==> src/rtl/eabv_pkg.sv <==
// package: types, constants and helpers for the euler angle to basis vector unit
`default_nettype none
package eabv_pkg;
   localparam int CordicIterationsDefault = 16;
   localparam int AtanEntries = 24;
   localparam int AngleWidth = 16;
   localparam int CompWidth = 16;
   localparam int CordicWidth = 34;
   localparam int ZWidth = 32;
   localparam logic signed [CordicWidth-1:0] CordicGain = 34'sd652032874;
   localparam logic signed [AngleWidth+1:0] FullTurn = 18'sd23040;
   localparam logic signed [AngleWidth+1:0] HalfTurn = 18'sd11520;
   localparam logic signed [AngleWidth+1:0] QuarterTurn = 18'sd5760;
   localparam logic signed [CompWidth-1:0] OneQ14 = 16'sd16384;

   typedef logic signed [CompWidth-1:0] comp_type;

   typedef struct packed {
      logic signed [CordicWidth-1:0] x;
      logic signed [CordicWidth-1:0] y;
      logic signed [ZWidth-1:0]      z;
      logic                          neg;
   } cordic_type;

   function automatic logic signed [ZWidth-1:0] atan_entry(input int idx);
      logic signed [ZWidth-1:0] r;
      case (idx)
         0: r = 32'sd188743680;
         1: r = 32'sd111421900;
         2: r = 32'sd58872272;
         3: r = 32'sd29884485;
         4: r = 32'sd15000234;
         5: r = 32'sd7507429;
         6: r = 32'sd3754631;
         7: r = 32'sd1877430;
         8: r = 32'sd938729;
         9: r = 32'sd469366;
         10: r = 32'sd234683;
         11: r = 32'sd117342;
         12: r = 32'sd58671;
         13: r = 32'sd29335;
         14: r = 32'sd14668;
         15: r = 32'sd7334;
         16: r = 32'sd3667;
         17: r = 32'sd1833;
         18: r = 32'sd917;
         19: r = 32'sd458;
         20: r = 32'sd229;
         21: r = 32'sd115;
         22: r = 32'sd57;
         23: r = 32'sd29;
         default: r = '0;
      endcase
      return r;
   endfunction

   // round half up from q30 to q14 and clamp
   function automatic comp_type round_q30(input logic signed [CordicWidth-1:0] v);
      logic signed [CordicWidth-1:0] t;
      logic signed [CordicWidth-17:0] s;
      t = v + 34'sd32768;
      s = t[CordicWidth-1:16];
      if (s > 18'sd16384) return OneQ14;
      if (s < -18'sd16384) return -OneQ14;
      return s[CompWidth-1:0];
   endfunction

   // round half up from q42 to q14 and clamp
   function automatic comp_type round_q42(input logic signed [47:0] v);
      logic signed [47:0] t;
      logic signed [19:0] s;
      t = v + 48'sd134217728;
      s = t[47:28];
      if (s > 20'sd16384) return OneQ14;
      if (s < -20'sd16384) return -OneQ14;
      return s[CompWidth-1:0];
   endfunction
endpackage
`default_nettype wire

==> src/rtl/eabv_cordic.sv <==
// module: angle reduction and pipelined cordic giving sine and cosine
`default_nettype none
module eabv_cordic #(
   parameter int CORDIC_ITERATIONS = 16
) (
   input  wire logic                     clock,
   input  wire logic                     en,
   input  wire logic signed [15:0]       angle,
   output eabv_pkg::comp_type            sin_q14,
   output eabv_pkg::comp_type            cos_q14
);
   import eabv_pkg::*;
   localparam int Steps = (CORDIC_ITERATIONS < AtanEntries) ? CORDIC_ITERATIONS : AtanEntries;

   cordic_type stage_ff [0:Steps];
   cordic_type stage_in [0:Steps];
   comp_type sin_ff, cos_ff;

   always_comb begin
      logic signed [AngleWidth+1:0] a;
      logic neg;
      a = {{2{angle[15]}}, angle};
      while_dummy: begin end
      if (a >= HalfTurn) a = a - FullTurn;
      if (a < -HalfTurn) a = a + FullTurn;
      neg = 1'b0;
      if (a > QuarterTurn) begin
         a = a - HalfTurn;
         neg = 1'b1;
      end else if (a < -QuarterTurn) begin
         a = a + HalfTurn;
         neg = 1'b1;
      end
      stage_in[0].x = CordicGain;
      stage_in[0].y = '0;
      stage_in[0].z = {{(ZWidth-AngleWidth-2){a[AngleWidth+1]}}, a} <<< 16;
      stage_in[0].neg = neg;
   end

   for (genvar i = 0; i < Steps; i++) begin : g_step
      always_comb begin
         logic signed [CordicWidth-1:0] xs, ys;
         xs = stage_ff[i].x >>> i;
         ys = stage_ff[i].y >>> i;
         stage_in[i+1].neg = stage_ff[i].neg;
         if (!stage_ff[i].z[ZWidth-1]) begin
            stage_in[i+1].x = stage_ff[i].x - ys;
            stage_in[i+1].y = stage_ff[i].y + xs;
            stage_in[i+1].z = stage_ff[i].z - atan_entry(i);
         end else begin
            stage_in[i+1].x = stage_ff[i].x + ys;
            stage_in[i+1].y = stage_ff[i].y - xs;
            stage_in[i+1].z = stage_ff[i].z + atan_entry(i);
         end
      end
   end

   always_ff @(posedge clock) begin
      if (en) begin
         for (int i = 0; i <= Steps; i++) stage_ff[i] <= stage_in[i];
         sin_ff <= round_q30(stage_ff[Steps].neg ? -stage_ff[Steps].y : stage_ff[Steps].y);
         cos_ff <= round_q30(stage_ff[Steps].neg ? -stage_ff[Steps].x : stage_ff[Steps].x);
      end
   end

   assign sin_q14 = sin_ff;
   assign cos_q14 = cos_ff;
endmodule
`default_nettype wire

==> config.mk <==
export PLATFORM = sky130hd
export DESIGN_NAME = eabv_cordic
export DESIGN_NICKNAME = d
export VERILOG_FILES = /design/src/rtl/eabv_pkg.sv /design/src/rtl/eabv_cordic.sv
export SDC_FILE = /design/constraint.sdc
export NUM_CORES = 2
export LEC_CHECK = 0
export BUFFER_PORTS_ARGS = -buffer_cell sky130_fd_sc_hd__buf_4
export CAP_MARGIN = 20
export CORE_AREA = 2 2 527 529
export CTS_CLUSTER_SIZE = 10
export DETAILED_ROUTE_END_ITERATION = 8
export DIE_AREA = 0 0 529 531
export PLACE_DENSITY = 0.59
export SYNTH_ARGS = -nofsm -noshare
export SYNTH_HDL_FRONTEND = slang
export SYNTH_SLANG_ARGS = --single-unit
==> constraint.sdc <==
create_clock -name clock -period 10.8 [get_ports clock]
set_clock_uncertainty 0.15 [all_clocks]
set_input_delay 0 -clock clock [delete_from_list [all_inputs] [get_ports clock]]
set_output_delay 0 -clock clock [all_outputs]
set_load 0.02 [all_outputs]
# Word level (Yosys, flattened, before mapping)
# Memory sizes are Yosys's and may differ from the RTL's.
# Index checks and enable logic that the tools add are counted.
# word_totals
ff_bits,32
ramBits,1717
input_bits,18
out_inout_bits,32
elab_cells,158
memories,1
# mem_list
name,depth,width,rd,rd_ports_with_merged_regs,write_ports,line_no,rtl
stage_ff,17,101,17,0,17,eabv_cordic.sv:15,cordic_type stage_ff [0:Steps];
# op_classes
addsub,103
n_lt_le_gt_ge,8
mux,44
# ops
op,n
two-way mux 100 bit,16
two-way mux 16 bit,10
adder 34 x 17 -> 34 bit (second input constant),2
adder 34 x 19 -> 34 bit,2
adder 34 x 20 -> 34 bit,2
adder 34 x 21 -> 34 bit,2
adder 34 x 22 -> 34 bit,2
adder 34 x 23 -> 34 bit,2
adder 34 x 24 -> 34 bit,2
adder 34 x 25 -> 34 bit,2
adder 34 x 26 -> 34 bit,2
adder 34 x 27 -> 34 bit,2
adder 34 x 28 -> 34 bit,2
adder 34 x 29 -> 34 bit,2
adder 34 x 30 -> 34 bit,2
adder 34 x 31 -> 34 bit,2
adder 34 x 32 -> 34 bit,2
adder 34 x 33 -> 34 bit,2
two-way mux 34 bit,2
negation 34 bit,2
subtractor 34 x 19 -> 34 bit,2
subtractor 34 x 20 -> 34 bit,2
subtractor 34 x 21 -> 34 bit,2
subtractor 34 x 22 -> 34 bit,2
other kinds (56),85

# Logic depth before layout (Yosys ltp)
# An unclocked memory read counts as a cell.
# depth
depth_word,11
ltp_mapped,22
mapped_depth_nobuf,22

# Worst setup path after synthesis
# No wires, ideal clock.
# synth_path
path_kind,reg2reg
start,memory stage_ff[13][32] (netlist name)
end,"memory stage_ff[14][99] (netlist name), data pin"
arrival_ns,4.678
path_slack_ns,5.709
stages_incl_launch_ff,16
path_buffers,2
synth_period_minus_slack_ns,5.091
path_cell_list,edfxtp_1 -> clkbuf_1 -> buf_1 -> mux2_2 -> fa_1 -> a211o_1 -> a2111oi_0 -> nor4b_1 -> o311ai_0 -> a21oi_1 -> or4b_2 -> a31oi_1 -> o21ai_0 -> nor4_1 -> a21oi_1 -> xor2_1
# synth_rtl
element,line_no
"start, declared",eabv_cordic.sv:15

==> reports/qor.yml <==
floorplanning:
  core_sq_um: 275300
  start_util_pct: 44.87
  rows: 193
  die_height_um: 531
  die_area_sq_um: 280900
  fp.dieW_um: 529
  io-pin-count: 50
clock_tree:
  cts_buffers: 192
  cts-htree-levels: 4
  cts_resized: 0
  clk_latency_ps: 860
  cts-root-buf: "clkbuf_16"
  cts_buffer_depth: 4
  clk_pin_slew_ps: 50
  cts_tree: "built"
  cts_sinks: 1461
synth:
  syn_nets: 14350
  yosys.area.top_type_share_pct: 35.52
  synth_edf_count: 1461
  synthArstFlopShare_pct: 0
  synthFlopType: "edfxtp_1"
  synthCells: 12920
  synth.yosys.seq_area_share_pct: 35.52
  yosysWarnings: 0
  synth.most_common_cell: "edfxtp_1"
  synth_area_leaders: "edfxtp_1, ha_1, xnor2_1, a21oi_1, xor2_1"
  synth_largest_area_cell: "edfxtp_1"
  postSynthAreaPerCell_sq_um: 9.558
  ys_top_cells_by_count: "edfxtp_1, a21oi_1, ha_1, xnor2_1, nor2_1"
  yosysUniqueCellTypes: 91
  syn_area_sq_um: 123500
  ys_ff_latch: 1461
critical_path:
  critical_path_required_ps: 11250
  cp_max_fo: 5
  critical_path.top_delay_family: "simple AND/OR/NAND/NOR gates"
  worstPathCellList: "or3_1 > nor3_1 > nand2b_1 > nor3b_1 > nor4bb_1 > nor2_1 > xnor2_1 > ha_1 > nand3_1 > nor4_1 > nand3_1 > a211oi_1 > nor3_1 > o21ai_0 > o211ai_1 > a31oi_1 > o21a_1 > nor2_1 > xnor2_1"
  arrival_ps: 6720
  critical_path_class: "flip-flop to flip-flop"
  start_kind: "flip-flop"
  cpPeakStageDelay_ps: 870
  crit_buf_inv: 0
  crit_path_end_kind: "flip-flop"
  cp_slowest_cell: "nor4bb_1"
route:
  post_drt_wl_per_cell_um: 19.30
  viasPerCell: 5.803
  drtAntennaViolNets: 0
  wl_um: 323800
  route.detailed.drc: 0
  drt_first_pass_iters: 6
  drt_iter0_markers: 5955
  vias: 97350
global_routing:
  grt_pass1_wl_um: 510800
  track_usage_pct: 22.34
  antenna_found_initial: 2
  grt_pass1_vias: 95250
  grt_max_degree: 146
  grt-ovfl-total: 0
layout:
  drive_gt1_share_pct: 4.063
  fin_cells: 16780
  synthToLayoutAreaGrowth_pct: 8.456
  nNetsFinal: 14490
sta:
  finalMaxSlewViolations: 0
  whs_ps: 139.1
  rsz0062_at_grt: "no"
  fmax_mhz: 159.6
  slew_headroom_pct: 23.15
  timing.final.hold_violations: 0
  setup_tns_ps: 0
  setup-violations-final: 0
  fin_crit_sh_pct: 58.03
  final.min_clock_period_ps: 6267
  worst_pin_slew_ps: 1141
place:
  io_buffers: 49
  place.gp.congestion: 0.9174
  hpwl_um: 254100
  dp.cells: 16440
worst_hold_path:
  hold_class: "primary input to flip-flop"
status:
  outcome: "finished, final reports clean"
flow_run:
  maxCapViolCount: 0
## cell usage in the layout, fill, tap and decap left out, types with 49 or more instances in the layout
| cell | count |
|---|---|
| nor2b_1 | 136 |
| nand4_1 | 93 |
| o31ai_1 | 65 |
| o21ai_0 | 553 |
| nand2_1 | 596 |
| a211oi_1 | 143 |
| nand3_1 | 229 |
| clkbuf_16 | 195 |
| ha_1 | 1364 |
| a21o_1 | 509 |
| a21oi_1 | 1368 |
| and2_1 | 122 |
| mux2_2 | 60 |
| xnor2_1 | 1242 |
| inv_1 | 596 |
| xor2_1 | 586 |
| or2_2 | 68 |
| nor4_1 | 109 |
| o211ai_1 | 83 |
| nor3_1 | 403 |
| nand2b_1 | 171 |
| edfxtp_1 | 1461 |
| and3_1 | 137 |
| a31oi_1 | 189 |
| o21a_1 | 218 |
| nor2_1 | 1136 |
| or3_1 | 100 |
| o21bai_1 | 167 |
| buf_4 | 108 |
| mux2i_1 | 74 |
| a21boi_0 | 49 |
## stage by stage
stage / util [%] / instance area [sq um] / setup slack, ps
after global placement: 46.55 / 128200 / 4887
after global routing: 48.66 / 134000 / 4133
final: 48.66 / 134000 / 4533
after floorplan: - / 123500 / 5709
after CTS: 48.64 / 133900 / 4572
after detailed placement: 46.55 / 128200 / 4625
## tightest hold or removal path: cells and delay by family
family / cells / cell delay, ps
buf+inv: 3 / 870
xor+xnor: 1 / 130
## layer usage
metal  wire, um  share of wire, %  global-route usage [%]
met4       9544               2.9                   6.651
met2     163700                51                   41.05
met3      10180               3.1                   1.953
met5          0                 0                       0
met1     140400                43                   27.59
## sequential cells by signal, indices dropped and copies added, names as in the netlist
register  count
cos_q14      16
stage_ff   1429
sin_q14      16
## repair_timing
item                      4_1_cts  5_1_grt
hold endpoints to repair      178        0
setup buffers                   0        0
hold buffers                   31        0
## cell type report
| class | count | area [sq um] |
|---|---|---|
| diodes | 1 | 2.502 |
| clock buffers | 237 | 5037 |
| clock inverters | 65 | 410.4 |
| fillers | 25430 | 141300 |
| inverters | 600 | 2252 |
| multi-input cells | 10660 | 76610 |
| flip-flops and latches | 1461 | 43870 |
| well taps | 3607 | 4513 |
| repair buffers | 149 | 1266 |
## kinds of logic after synthesis
group / count (synthesis) / synth area share (%)
mux: 134 / 1.147
fa+ha+maj: 1410 / 14.55
flops: 1461 / 35.52
buf+inv: 806 / 2.458
simple gates: 3517 / 14.03
xor+xnor: 1828 / 12.96
compound gates: 3768 / 19.33
## final timing paths
check | cells after the start | end | slack [ps] | from
max | 19 | stage_ff[10][66] | 4530 | stage_ff[9][76]
min | 4 | stage_ff[0][25] | 140 | angle[8]
max reg2reg | 19 | stage_ff[10][66] | 4530 | stage_ff[9][76]
min reg2reg | 0 | stage_ff[12][0] | 270 | stage_ff[11][0]
Power is not shown: default switching activity piles up to over one toggle a cycle in this logic, so the estimate is an artifact.
